$ cat src/rtl/mfd_pkg.sv
// ============================================================================
// mfd_pkg
// Shared types, result codes and the frame length table of the MP3 deframer.
// ============================================================================
package mfd_pkg;

    localparam logic [7:0] SYNC_FIRST      = 8'hFF;
    localparam logic [7:0] SECOND_SYNC_RST = 8'hFB;

    localparam logic [1:0] KIND_BYTE = 2'd0;
    localparam logic [1:0] KIND_BAD  = 2'd1;
    localparam logic [1:0] KIND_DONE = 2'd2;

    // what the datapath loads into the result register
    localparam logic [2:0] OSEL_FRAME_BYTE  = 3'd0;
    localparam logic [2:0] OSEL_BAD         = 3'd1;
    localparam logic [2:0] OSEL_DONE        = 3'd2;
    localparam logic [2:0] OSEL_SYNC_FF     = 3'd3;
    localparam logic [2:0] OSEL_SYNC_SECOND = 3'd4;
    localparam logic [2:0] OSEL_SYNC_HDR    = 3'd5;

    typedef struct packed {
        logic [7:0] data_byte;
        logic       end_of_stream;
    } t_in_item;

    typedef struct packed {
        logic [1:0]  kind;
        logic [7:0]  out_byte;
        logic        first_of_frame;
        logic        last_of_frame;
        logic [10:0] frame_length;
        logic        truncated;
    } t_out_item;

    typedef struct packed {
        logic       out_load;
        logic [2:0] out_sel;
        logic       load_second;
        logic       load_header;
        logic       dec_rem;
        logic       in_frame;
    } t_cmd;

    typedef struct packed {
        logic is_ff;
        logic is_second;
        logic hdr_bad;
        logic rem_zero;
        logic rem_one;
    } t_status;

    // 144 * kbps * 1000 / sample_rate, truncated; 0 for reserved codes
    function automatic logic [10:0] frame_len(input logic [3:0] bi, input logic [1:0] si);
        logic [10:0] len;
        len = 11'd0;
        case (si)
            2'd0: begin
                case (bi)
                    4'd1:    len = 11'd104;
                    4'd2:    len = 11'd130;
                    4'd3:    len = 11'd156;
                    4'd4:    len = 11'd182;
                    4'd5:    len = 11'd208;
                    4'd6:    len = 11'd261;
                    4'd7:    len = 11'd313;
                    4'd8:    len = 11'd365;
                    4'd9:    len = 11'd417;
                    4'd10:   len = 11'd522;
                    4'd11:   len = 11'd626;
                    4'd12:   len = 11'd731;
                    4'd13:   len = 11'd835;
                    4'd14:   len = 11'd1044;
                    default: len = 11'd0;
                endcase
            end
            2'd1: begin
                case (bi)
                    4'd1:    len = 11'd96;
                    4'd2:    len = 11'd120;
                    4'd3:    len = 11'd144;
                    4'd4:    len = 11'd168;
                    4'd5:    len = 11'd192;
                    4'd6:    len = 11'd240;
                    4'd7:    len = 11'd288;
                    4'd8:    len = 11'd336;
                    4'd9:    len = 11'd384;
                    4'd10:   len = 11'd480;
                    4'd11:   len = 11'd576;
                    4'd12:   len = 11'd672;
                    4'd13:   len = 11'd768;
                    4'd14:   len = 11'd960;
                    default: len = 11'd0;
                endcase
            end
            2'd2: begin
                case (bi)
                    4'd1:    len = 11'd144;
                    4'd2:    len = 11'd180;
                    4'd3:    len = 11'd216;
                    4'd4:    len = 11'd252;
                    4'd5:    len = 11'd288;
                    4'd6:    len = 11'd360;
                    4'd7:    len = 11'd432;
                    4'd8:    len = 11'd504;
                    4'd9:    len = 11'd576;
                    4'd10:   len = 11'd720;
                    4'd11:   len = 11'd864;
                    4'd12:   len = 11'd1008;
                    4'd13:   len = 11'd1152;
                    4'd14:   len = 11'd1440;
                    default: len = 11'd0;
                endcase
            end
            default: len = 11'd0;
        endcase
        return len;
    endfunction

endpackage

$ cat src/rtl/mfd_stream_if.sv
// ============================================================================
// mfd_stream_if
// Valid/ready channel carrying one payload item per transfer.
// ============================================================================
interface mfd_stream_if #(
    parameter type T = logic [7:0]
) ();
    logic valid;
    logic ready;
    T     data;

    modport source(output valid, output data, input ready);
    modport sink(input valid, input data, output ready);
endinterface

$ cat src/rtl/mp3_frame_deframer.sv
// ============================================================================
// mp3_frame_deframer
// MPEG-1 Layer III frame sync hunt, header decode and frame byte pass-out.
// ============================================================================
// The first result of an input transfer is registered as that transfer is taken.
// Throughput: one byte per cycle unless the output stalls; the header byte of a good
// frame yields three results and holds off input while they drain.
// Frame length comes from a constant table lookup on the header byte, no divider.
// Reset (synchronous, active low) returns to sync hunt with no result pending and
// restores the second sync byte to 0xFB.
module mp3_frame_deframer (
    input  logic                i_clk,
    input  logic                i_rst_n,
    mfd_stream_if.sink          i_in,
    mfd_stream_if.source        o_out,
    mfd_stream_if.sink          i_cfg
);
    import mfd_pkg::*;

    t_cmd      cmd;
    t_status   status;
    t_in_item  in_item;
    t_out_item out_item;

    assign in_item     = i_in.data;
    assign o_out.data  = out_item;
    assign i_cfg.ready = 1'b1;

    mfd_ctrl u_ctrl (
        .i_clk       (i_clk),
        .i_rst_n     (i_rst_n),
        .i_in_valid  (i_in.valid),
        .i_in_eos    (in_item.end_of_stream),
        .o_in_ready  (i_in.ready),
        .o_out_valid (o_out.valid),
        .i_out_ready (o_out.ready),
        .i_status    (status),
        .o_cmd       (cmd)
    );

    mfd_dpath u_dpath (
        .i_clk       (i_clk),
        .i_rst_n     (i_rst_n),
        .i_in_byte   (in_item.data_byte),
        .i_cfg_valid (i_cfg.valid),
        .i_cfg_data  (i_cfg.data),
        .i_cmd       (cmd),
        .o_status    (status),
        .o_out       (out_item)
    );

endmodule

$ cat src/rtl/mfd_ctrl.sv
// ============================================================================
// mfd_ctrl
// Sync hunt / frame state machine and result register handshake control.
// ============================================================================
module mfd_ctrl (
    input  logic            i_clk,
    input  logic            i_rst_n,
    input  logic            i_in_valid,
    input  logic            i_in_eos,
    output logic            o_in_ready,
    output logic            o_out_valid,
    input  logic            i_out_ready,
    input  mfd_pkg::t_status i_status,
    output mfd_pkg::t_cmd    o_cmd
);
    import mfd_pkg::*;

    localparam logic [1:0] PH_HUNT  = 2'd0;
    localparam logic [1:0] PH_FF    = 2'd1;
    localparam logic [1:0] PH_SYNC  = 2'd2;
    localparam logic [1:0] PH_FRAME = 2'd3;

    logic [1:0] r_phase, n_phase;
    logic [1:0] r_burst, n_burst;
    logic       r_out_valid, n_out_valid;
    logic       accept;
    logic       out_fire;
    t_cmd       cmd;

    assign o_in_ready  = (r_burst == 2'd0) && (!r_out_valid || i_out_ready);
    assign accept      = i_in_valid && o_in_ready;
    assign out_fire    = r_out_valid && i_out_ready;
    assign o_out_valid = r_out_valid;
    assign o_cmd       = cmd;

    always_comb begin
        n_phase      = r_phase;
        n_burst      = r_burst;
        cmd          = '0;
        cmd.in_frame = (r_phase == PH_FRAME);
        if (accept) begin
            if (i_in_eos) begin
                cmd.out_load = 1'b1;
                cmd.out_sel  = OSEL_DONE;
                n_phase      = PH_HUNT;
            end else begin
                unique case (r_phase)
                    PH_HUNT: begin
                        if (i_status.is_ff) begin
                            n_phase = PH_FF;
                        end
                    end
                    PH_FF: begin
                        // match is tested first so a second byte of 0xFF still syncs
                        if (i_status.is_second) begin
                            cmd.load_second = 1'b1;
                            n_phase         = PH_SYNC;
                        end else if (!i_status.is_ff) begin
                            n_phase = PH_HUNT;
                        end
                    end
                    PH_SYNC: begin
                        cmd.out_load = 1'b1;
                        if (i_status.hdr_bad) begin
                            cmd.out_sel = OSEL_BAD;
                            n_phase     = i_status.is_ff ? PH_FF : PH_HUNT;
                        end else begin
                            cmd.out_sel     = OSEL_SYNC_FF;
                            cmd.load_header = 1'b1;
                            n_burst         = 2'd2;
                            n_phase         = PH_FRAME;
                        end
                    end
                    PH_FRAME: begin
                        if (i_status.rem_zero) begin
                            n_phase = i_status.is_ff ? PH_FF : PH_HUNT;
                        end else begin
                            cmd.out_load = 1'b1;
                            cmd.out_sel  = OSEL_FRAME_BYTE;
                            cmd.dec_rem  = 1'b1;
                            if (i_status.rem_one) begin
                                n_phase = PH_HUNT;
                            end
                        end
                    end
                    default: n_phase = PH_HUNT;
                endcase
            end
        end else if ((r_burst != 2'd0) && out_fire) begin
            // advance through the second sync byte and the header byte
            cmd.out_load = 1'b1;
            cmd.out_sel  = (r_burst == 2'd2) ? OSEL_SYNC_SECOND : OSEL_SYNC_HDR;
            n_burst      = r_burst - 2'd1;
        end
    end

    always_comb begin
        if (cmd.out_load) begin
            n_out_valid = 1'b1;
        end else if (out_fire) begin
            n_out_valid = 1'b0;
        end else begin
            n_out_valid = r_out_valid;
        end
    end

    always_ff @(posedge i_clk) begin
        if (!i_rst_n) begin
            r_phase     <= PH_HUNT;
            r_burst     <= 2'd0;
            r_out_valid <= 1'b0;
        end else begin
            r_phase     <= n_phase;
            r_burst     <= n_burst;
            r_out_valid <= n_out_valid;
        end
    end

endmodule

$ cat src/rtl/mfd_dpath.sv
// ============================================================================
// mfd_dpath
// Sync register, header decode, frame counters and the result register.
// ============================================================================
module mfd_dpath (
    input  logic               i_clk,
    input  logic               i_rst_n,
    input  logic [7:0]         i_in_byte,
    input  logic               i_cfg_valid,
    input  logic [7:0]         i_cfg_data,
    input  mfd_pkg::t_cmd      i_cmd,
    output mfd_pkg::t_status   o_status,
    output mfd_pkg::t_out_item o_out
);
    import mfd_pkg::*;

    logic [7:0]  r_sync2;
    logic [7:0]  r_held_second, n_held_second;
    logic [7:0]  r_hdr_byte, n_hdr_byte;
    logic [10:0] r_cur_len, n_cur_len;
    logic [10:0] r_rem, n_rem;
    t_out_item   r_out, n_out;

    logic [3:0]  bi;
    logic [1:0]  si;
    logic [10:0] calc_len;
    logic        cut;

    assign bi       = i_in_byte[7:4];
    assign si       = i_in_byte[3:2];
    assign calc_len = frame_len(bi, si) + {10'd0, i_in_byte[1]};
    assign cut      = i_cmd.in_frame && (r_rem != 11'd0);

    assign o_status.is_ff     = (i_in_byte == SYNC_FIRST);
    assign o_status.is_second = (i_in_byte == r_sync2);
    assign o_status.hdr_bad   = (bi == 4'd0) || (bi == 4'd15) || (si == 2'd3);
    assign o_status.rem_zero  = (r_rem == 11'd0);
    assign o_status.rem_one   = (r_rem == 11'd1);

    assign o_out = r_out;

    always_comb begin
        n_held_second = i_cmd.load_second ? i_in_byte : r_held_second;
        n_hdr_byte    = i_cmd.load_header ? i_in_byte : r_hdr_byte;
        n_cur_len     = i_cmd.load_header ? calc_len : r_cur_len;
        if (i_cmd.load_header) begin
            n_rem = calc_len - 11'd3;
        end else if (i_cmd.dec_rem) begin
            n_rem = r_rem - 11'd1;
        end else begin
            n_rem = r_rem;
        end
    end

    always_comb begin
        n_out = r_out;
        if (i_cmd.out_load) begin
            n_out = '0;
            case (i_cmd.out_sel)
                OSEL_FRAME_BYTE: begin
                    n_out.kind          = KIND_BYTE;
                    n_out.out_byte      = i_in_byte;
                    n_out.last_of_frame = (r_rem == 11'd1);
                    n_out.frame_length  = r_cur_len;
                end
                OSEL_BAD: begin
                    n_out.kind = KIND_BAD;
                end
                OSEL_DONE: begin
                    n_out.kind         = KIND_DONE;
                    n_out.truncated    = cut;
                    n_out.frame_length = cut ? r_cur_len : 11'd0;
                end
                OSEL_SYNC_FF: begin
                    n_out.kind           = KIND_BYTE;
                    n_out.out_byte       = SYNC_FIRST;
                    n_out.first_of_frame = 1'b1;
                    n_out.frame_length   = calc_len;
                end
                OSEL_SYNC_SECOND: begin
                    n_out.kind         = KIND_BYTE;
                    n_out.out_byte     = r_held_second;
                    n_out.frame_length = r_cur_len;
                end
                OSEL_SYNC_HDR: begin
                    n_out.kind         = KIND_BYTE;
                    n_out.out_byte     = r_hdr_byte;
                    n_out.frame_length = r_cur_len;
                end
                default: n_out = r_out;
            endcase
        end
    end

    always_ff @(posedge i_clk) begin
        if (!i_rst_n) begin
            r_sync2 <= SECOND_SYNC_RST;
        end else if (i_cfg_valid) begin
            r_sync2 <= i_cfg_data;
        end
    end

    always_ff @(posedge i_clk) begin
        r_held_second <= n_held_second;
        r_hdr_byte    <= n_hdr_byte;
        r_cur_len     <= n_cur_len;
        r_rem         <= n_rem;
        r_out         <= n_out;
    end

endmodule
$ cat src/flat_wrapper.sv
// flat-port wrapper written by rule: the top's interface ports become plain ports
module mp3_frame_deframer_flat import mfd_pkg::*;
  (i_clk, i_rst_n, i_in_valid, i_in_data, i_in_ready, o_out_valid, o_out_data, o_out_ready, i_cfg_valid, i_cfg_data, i_cfg_ready);
  mfd_stream_if i_in_i ();
  mfd_stream_if o_out_i ();
  mfd_stream_if i_cfg_i ();
  input  logic i_clk;
  input  logic i_rst_n;
  input wire logic [$bits(i_in_i.valid)-1:0] i_in_valid;
  input wire logic [$bits(i_in_i.data)-1:0] i_in_data;
  output wire logic [$bits(i_in_i.ready)-1:0] i_in_ready;
  output wire logic [$bits(o_out_i.valid)-1:0] o_out_valid;
  output wire logic [$bits(o_out_i.data)-1:0] o_out_data;
  input wire logic [$bits(o_out_i.ready)-1:0] o_out_ready;
  input wire logic [$bits(i_cfg_i.valid)-1:0] i_cfg_valid;
  input wire logic [$bits(i_cfg_i.data)-1:0] i_cfg_data;
  output wire logic [$bits(i_cfg_i.ready)-1:0] i_cfg_ready;
  assign i_in_i.valid = i_in_valid;
  assign i_in_i.data = i_in_data;
  assign i_in_ready = i_in_i.ready;
  assign o_out_valid = o_out_i.valid;
  assign o_out_data = o_out_i.data;
  assign o_out_i.ready = o_out_ready;
  assign i_cfg_i.valid = i_cfg_valid;
  assign i_cfg_i.data = i_cfg_data;
  assign i_cfg_ready = i_cfg_i.ready;
  mp3_frame_deframer u_core (.i_clk(i_clk), .i_rst_n(i_rst_n), .i_in(i_in_i), .o_out(o_out_i), .i_cfg(i_cfg_i));
endmodule
$ cat config.mk
export PLATFORM = sky130hd
export DESIGN_NAME = mp3_frame_deframer_flat
export DESIGN_NICKNAME = d
export VERILOG_FILES = /design/src/rtl/mfd_pkg.sv /design/src/rtl/mfd_stream_if.sv /design/src/rtl/mp3_frame_deframer.sv /design/src/rtl/mfd_ctrl.sv /design/src/rtl/mfd_dpath.sv /design/src/flat_wrapper.sv
export SDC_FILE = /design/constraint.sdc
export NUM_CORES = 1
export LEC_CHECK = 0
export CORE_UTILIZATION = 60
export DETAILED_ROUTE_END_ITERATION = 10
export DONT_BUFFER_PORTS = 1
export GPL_TIMING_DRIVEN = 0
export HOLD_SLACK_MARGIN = 0.06
export PLACE_DENSITY = 0.76
export SYNTH_ARGS = -nofsm -noshare
export SYNTH_HDL_FRONTEND = slang
export SYNTH_HIERARCHICAL = 1
export SYNTH_SLANG_ARGS = --single-unit
$ cat constraint.sdc
create_clock -name i_clk -period 6.1 [get_ports i_clk]
set_input_delay 1.83 -clock i_clk [delete_from_list [all_inputs] [get_ports i_clk]]
set_output_delay 1.83 -clock i_clk [all_outputs]
set_load 0.02 [all_outputs]
==> results of run 1 <==
[path summary, 6_finish.rpt]
path / slack (ns) / start / to / cells past startpoint
min reg2reg: 0.47 / u_core/u_ctrl/r_burst[0] / u_core/u_ctrl/r_burst[0] / 2
max: 0.83 / i_in_data[6] / u_core/u_dpath/r_rem[9] / 12
max reg2reg: 2.87 / u_core/u_ctrl/r_burst[0] / u_core/u_dpath/r_rem[10] / 7
min: 0.47 / u_core/u_ctrl/r_burst[0] / u_core/u_ctrl/r_burst[0] / 2
[power by group through the flow]
| stage | logic (mW) | clock network (mW) | registers (mW) |
|---|---|---|---|
| 6_report | 0.138 | 0.170 | 0.293 |
| 5_1_grt | 0.151 | 0.186 | 0.294 |
| 4_1_cts | 0.134 | 0.174 | 0.293 |
| 3_5_place_dp | 0.133 | 0 | 0.299 |
| 3_3_place_gp | 0.130 | 0 | 0.299 |
| 2_1_floorplan | 0.109 | 0 | 0.298 |
[metal layers]
metal | track usage [%] | share of wire [%]
met1 | 35.0 | 44
met2 | 45.7 | 48
met3 | 4.67 | 6.2
met4 | 6.54 | 1.3
met5 | 0 | 0
[worst min-delay path, delay by kind of cell (launching register included)]
family | cells | cell delay [ns]
DFF | 1 | 0.32
and+or+nand+nor | 1 | 0.05
AOI/OAI and AO/OA | 1 | 0.06
[flip-flops by register name, indices dropped and copies added (netlist names)]
name / cells
u_core/u_ctrl/r_phase: 2
u_core/u_dpath/o_out: 8
u_core/u_dpath/r_rem: 11
u_core/u_dpath/r_sync2: 8
u_core/u_ctrl/r_burst: 2
u_core/u_ctrl/o_out_valid: 1
u_core/u_dpath/r_cur_len: 7
[final cells by class]
| class | count | share of cell area (%) |
|---|---|---|
| Clock inverter | 2 | 0.321 |
| Sequential cell | 39 | 29.7 |
| Inverter | 20 | 2.14 |
| Clock buffer | 6 | 2.07 |
| Multi-Input combinational cell | 295 | 59.5 |
| Tap cell | 70 | 2.50 |
| Buffer | 24 | 3.75 |
==> impl_results.rst, run 1 <==
.. list-table::
   :header-rows: 1

   * - Metric
     - Value
   * - Result of the run
     - completed
   * - Total vias in the final route
     - 2745
   * - Unrepaired setup endpoints after global routing
     - no
   * - Switching power
     - 0.178 mW
   * - Core outline area
     - between 0.005 and 0.006 mm^2
   * - Minimum clock period after layout
     - 5.27 ns
   * - Family of cells with the greatest summed delay on the critical path
     - compound AO/OA/AOI/OAI gates
   * - Static leakage
     - 1.35 nW
   * - Tot GR Track Use
     - 26.7%
   * - Most common cell after layout, fill and taps aside
     - nand2_1
   * - Worst-case setup margin in the final layout
     - 0.828 ns
   * - Final setup TNS
     - 0 ns
   * - Area of the die
     - between 0.005 and 0.006 mm^2
   * - Instance count of the mapped netlist
     - 377
   * - Post-CTS Resized
     - 0
   * - Clk Tree Root Cell
     - clkbuf_8
   * - Highest attainable clock frequency
     - between 150 and 200 MHz
   * - Setup crit end kind
     - flip-flop
   * - Number of I/O pins
     - 32
   * - Final count of hold timing violations
     - 0
   * - Gpl congestion
     - 1.00
   * - Total clock sinks
     - 39
   * - Count of placed standard cells in the final layout, fillers left out
     - 456
   * - Switching fraction of total power
     - between 20% and 30%
   * - Source-to-sink clock delay at the later pin of the worst-skew pair
     - 0.28 ns
   * - Number of vias per cell
     - 6.02
   * - Fraction of layout instances using a drive strength above 1
     - 11.1%
   * - Slew margin rel.
     - 19.0%
   * - Proportion of power drawn by the clock network
     - 28.3%
   * - Slowest stage cell on the critical path
     - a2111oi_2
   * - TritonCTS clock tree
     - done
   * - Clock buffers created by TritonCTS
     - 5
   * - Standard cell area after detailed placement
     - 0.00342 mm^2
   * - Area of the multi-input gates
     - 0.00209 mm^2
   * - Post-CTS setup repair buffer count
     - 0
   * - Final cell utilization of the core
     - 66.9%
   * - Yosys warnings
     - 6
   * - CP cell instances
     - clkbuf_1 > inv_1 > ha_1 > inv_2 > mux4_2 > a221oi_2 > nor2_1 > or3_4 > a2111oi_2 > nand4b_1 > xor2_1 > a21oi_1
   * - Number of placement rows
     - 26
   * - Crit path largest cell delay
     - 0.56 ns
   * - Detailed Route Iter0 Violations
     - 164
   * - Number of antenna violations at the first check in global routing
     - 0
   * - Highest-count cells in the layout ignoring fill and taps
     - nand2_1 (38), nor2_1 (27), edfxtp_1 (26), xnor2_1 (24)
   * - Total global routing overflow
     - 0
   * - Sequential share of power
     - 48.7%
   * - Worst clock skew
     - 0.00319 ns
   * - Max-capacitance violation count
     - 0
   * - Bufs and invs on worst path
     - 3
   * - Power per unit of standard cell area
     - 172 mW/mm^2
   * - Count of hold-fix buffers inserted at cts
     - 0
   * - Pre-CTS WS
     - 0.595 ns
   * - Required arrival time at the worst endpoint
     - 6.12 ns
   * - Final Max Tran Viols
     - 0
   * - Internal power
     - 0.423 mW
   * - Residual antenna-violating net count after detailed routing
     - 0
   * - Setup CP Type
     - primary input to flip-flop
   * - Final wirelength
     - ~7500 um
   * - Count of port buffers added during placement
     - 0
   * - Fillers
     - 440
   * - Tightest hold margin
     - 0.472 ns
   * - Floorplan die height
     - 76.5 um
   * - Summed instance area of the synthesized netlist
     - 0.00333 mm^2
   * - Total non-filler cell area in the finished layout
     - ~0.0035 mm^2
   * - Horizontal extent of the die
     - 76.5 um
   * - Worst-path maximum fanout
     - 7
   * - Synthesized area per cell
     - 8.83 um^2
   * - CP Launch Type
     - primary input
   * - Pwr Total
     - 0.602 mW
   * - Final Net Count
     - approximately 430
   * - Final routed DRC violation total
     - 0
   * - First-pass GRT wire length
     - 12400 um
   * - Class of the tightest hold or removal check
     - flip-flop to flip-flop
   * - Combined flip-flop and latch cell area
     - 0.00104 mm^2
   * - Maximum buffer depth of the clock tree
     - 2
   * - Arrival time at the worst endpoint
     - around 5.3 ns
   * - Routed WL per cell
     - around 16 um
   * - Tcrit/Tclk final
     - 86.4%
   * - Placed cell count
     - 448
   * - H-tree Lvls
     - 2
   * - Total half-perimeter wirelength after legalization and detailed placement
     - 5740 um
   * - Final setup vio count
     - 0
   * - Area Overhead vs Synth
     - 5.26%
   * - Combinational power share
     - a little under a quarter
   * - First-pass iteration count of the detailed router
     - 4
   * - Peak supply drop
     - 153 uV
   * - Starting density of the core
     - 63.6%
   * - Antenna diode count
     - 0
   * - Clock transition at the register clock pins on the worst setup and hold paths after CTS
     - 0.08 ns
   * - Largest net degree at the start of global routing
     - 13
   * - Slew at the pin closest to its max-slew limit
     - roughly 1.2 ns
   * - Via count of the first global-routing pass
     - 2635
Note: power is estimated with default switching activity, not from simulation.
==> inputs of run 2 (changes only) <==
- CAP_MARGIN: default -> 5
- CELL_PAD_IN_SITES_DETAIL_PLACEMENT: default -> 1
- CELL_PAD_IN_SITES_GLOBAL_PLACEMENT: default -> 1
- CORE_UTILIZATION: 60 -> 52
- PLACE_DENSITY: 0.76 -> default
- PLACE_DENSITY_LB_ADDON: default -> 0.1
==> run 2 against run 1 <==
  * Via count up 2.3%
  * Clock skew up 0.0036 ns
  * Global-route usage up 1.7 points
  * Clock power up 4%
  * Largest power group unchanged
  * Non-clock buffer count unchanged
  * Final cell count up 1.1%
  * Clock-buffer cell count down 1
  * Cell area up 0.46%
==> impl_results.rst, run 2 (synthesis results as in run 1) <==
.. list-table::
   :header-rows: 1

   * - Metric
     - Value
   * - Result of the run
     - completed
   * - Final wirelength
     - 8940 um
   * - Final cell utilization of the core
     - 58.1%
   * - Launch point of the worst reg-to-reg path
     - u_core/u_dpath/r_rem[2]
   * - Setup CP Type
     - primary input to flip-flop
   * - Total half-perimeter wirelength after legalization and detailed placement
     - 6920 um
   * - Power per unit of standard cell area
     - 174 mW/mm^2
   * - Switching power
     - between 0.15 and 0.2 mW
   * - Area Overhead vs Synth
     - 5.75%
   * - Residual antenna-violating net count after detailed routing
     - 0
   * - Final setup vio count
     - 0
   * - First-pass iteration count of the detailed router
     - 4
   * - Highest-count cells in the layout ignoring fill and taps
     - nand2_1 (38), nor2_1 (27), edfxtp_1 (26), xnor2_1 (24)
   * - Number of placement rows
     - 28
   * - Final routed DRC violation total
     - 0
   * - Worst-case setup margin in the final layout
     - slightly above 0.8 ns
   * - Total non-filler cell area in the finished layout
     - roughly 0.0035 mm^2
   * - TritonCTS clock tree
     - done
   * - Worst-path maximum fanout
     - 7
   * - Number of antenna violations at the first check in global routing
     - 0
   * - Internal power
     - approximately 0.42 mW
   * - Proportion of power drawn by the clock network
     - 28.8%
   * - Fraction of layout instances using a drive strength above 1
     - 11.7%
   * - Area of the die
     - 0.00673 mm^2
   * - Post-CTS setup repair buffer count
     - 0
   * - Most common cell after layout, fill and taps aside
     - nand2_1
   * - Setup slack, reg-to-reg
     - 2.81 ns
   * - Static leakage
     - 1.35 nW
   * - Clock transition at the register clock pins on the worst setup and hold paths after CTS
     - around 0.080 ns
   * - Standard cell area after detailed placement
     - between 0.003 and 0.004 mm^2
   * - Via count of the first global-routing pass
     - 2940
   * - Maximum buffer depth of the clock tree
     - 2
   * - Number of I/O pins
     - 32
   * - Combinational power share
     - 23.2%
   * - Required arrival time at the worst endpoint
     - between 6 and 7 ns
   * - Count of hold-fix buffers inserted at cts
     - 0
   * - Final count of hold timing violations
     - 0
   * - Tot GR Track Use
     - 28.5%
   * - Number of flip-flops in the largest register
     - 11
   * - Logic depth of the worst register-to-register path
     - 10
   * - Gpl congestion
     - about 0.9
   * - Worst setup path start
     - i_in_data[6]
   * - Detailed Route Iter0 Violations
     - about 110
   * - Antenna diode count
     - 0
   * - H-tree Lvls
     - 2
   * - Class of the tightest hold or removal check
     - flip-flop to flip-flop
   * - Fillers
     - approximately 720
   * - Slew at the pin closest to its max-slew limit
     - 0.801 ns
   * - Switching fraction of total power
     - between 30% and 40%
   * - Final Max Tran Viols
     - 0
   * - Sequential share of power
     - 48.0%
   * - Register ranked first by flip-flop count
     - u_core/u_dpath/r_rem
   * - Count of port buffers added during placement
     - 0
   * - Number of vias per cell
     - 6.09
   * - CP Launch Type
     - primary input
   * - Arrival time at the worst endpoint
     - 5.30 ns
   * - Termination of the worst setup path
     - u_core/u_dpath/r_rem[9]
   * - Post-CTS Resized
     - 0
   * - Final Net Count
     - roughly 430
   * - Largest net degree at the start of global routing
     - 14
   * - Slew margin rel.
     - 46.2%
   * - Max-capacitance violation count
     - 0
   * - Total clock sinks
     - 39
   * - Total global routing overflow
     - 0
   * - Clk Tree Root Cell
     - clkbuf_8
   * - Minimum clock period after layout
     - 5.27 ns
   * - Total vias in the final route
     - 2808
   * - Worst clock skew
     - 0.00676 ns
   * - Highest attainable clock frequency
     - 190 MHz
   * - Peak supply drop
     - 119 uV
   * - Floorplan die height
     - between 80 and 90 um
   * - Core outline area
     - 0.00606 mm^2
   * - Reg-to-reg endpoint
     - u_core/u_dpath/o_out[7]
   * - Setup crit end kind
     - flip-flop
   * - Horizontal extent of the die
     - 82.0 um
   * - Routed WL per cell
     - 19.4 um
   * - Clock buffers created by TritonCTS
     - 5
   * - Starting density of the core
     - 54.9%
   * - Source-to-sink clock delay at the later pin of the worst-skew pair
     - 0.29 ns
   * - Tightest hold margin
     - 0.503 ns
   * - Tcrit/Tclk final
     - between 80 and 90%
   * - First-pass GRT wire length
     - about 14000 um
   * - Pre-CTS WS
     - 0.549 ns
   * - Unrepaired setup endpoints after global routing
     - no
   * - Final setup TNS
     - 0 ns
[run 2: cell count changes in the layout (fill, tap and decap cells not counted)]
cell        previous run  this run
clkinvlp_4             0         2
clkbuf_1              10         9
inv_4                  1         0
nor3_1                 9         8
nor3_2                 0         1
[run 2: worst min path at each step]
| stage | to | start | slack [ns] | cells after the start |
|---|---|---|---|---|
| floorplan | u_core/u_ctrl/r_burst[0] | u_core/u_ctrl/r_burst[0] | 0.45 | 2 |
| global placement | u_core/u_ctrl/r_burst[0] | u_core/u_ctrl/r_burst[0] | 0.46 | 2 |
| detailed placement | u_core/u_dpath/r_sync2[5] | u_core/u_dpath/r_sync2[5] | 0.49 | 2 |
| CTS | u_core/u_dpath/r_sync2[5] | u_core/u_dpath/r_sync2[5] | 0.51 | 2 |
| global route | u_core/u_dpath/r_sync2[5] | u_core/u_dpath/r_sync2[5] | 0.52 | 2 |
| finish | u_core/u_dpath/r_sync2[5] | u_core/u_dpath/r_sync2[5] | 0.50 | 2 |
[run 2: area by class of cell]
cell class / instances / area, um^2 / share of cell area, %
plain buffers: 24 / 131 / 3.73
multi-input cells: 295 / 2090 / 59.4
clock buffers: 5 / 68.8 / 1.95
clock inverters: 3 / 20.0 / 0.569
well taps: 75 / 93.8 / 2.67
flip-flops and latches: 39 / 1040 / 29.6
inverters: 20 / 75.1 / 2.13
[run 2: stage by stage]
stage                     power, mW  std cells
after floorplan               0.407        378
after global placement        0.429        453
after detailed placement      0.435        453
after CTS                     0.612        461
after global routing          0.641        461
final                         0.611        461
[run 2: power by group through the flow]
stage | clock network (mW) | registers [mW] | logic (mW)
final | 0.176 | 0.293 | 0.142
after global routing | 0.193 | 0.294 | 0.154
after CTS | 0.182 | 0.293 | 0.137
after detailed placement | 0 | 0.299 | 0.136
after global placement | 0 | 0.299 | 0.130
after floorplan | 0 | 0.298 | 0.109
[run 2: per-layer routing]
layer	wire [um]	vias up	share of wire (%)	global-route usage [%]
met2	4580	93	51	52.5
met5	0	-	0	0
met1	3710	1351	41	32.7
li1	-	1346	-	-
met4	187	0	2.1	9.82
met3	465	18	5.2	4.78
[run 2: critical path, cell delays in order]
cell       delay (ns)
clkbuf_1         0.27
inv_1            0.25
ha_1             0.47
inv_2            0.07
mux4_2           0.47
a221oi_2         0.36
nor2_1           0.12
or3_4            0.43
a2111oi_2        0.55
nand4b_1         0.18
xor2_1           0.21
a21oi_1          0.10
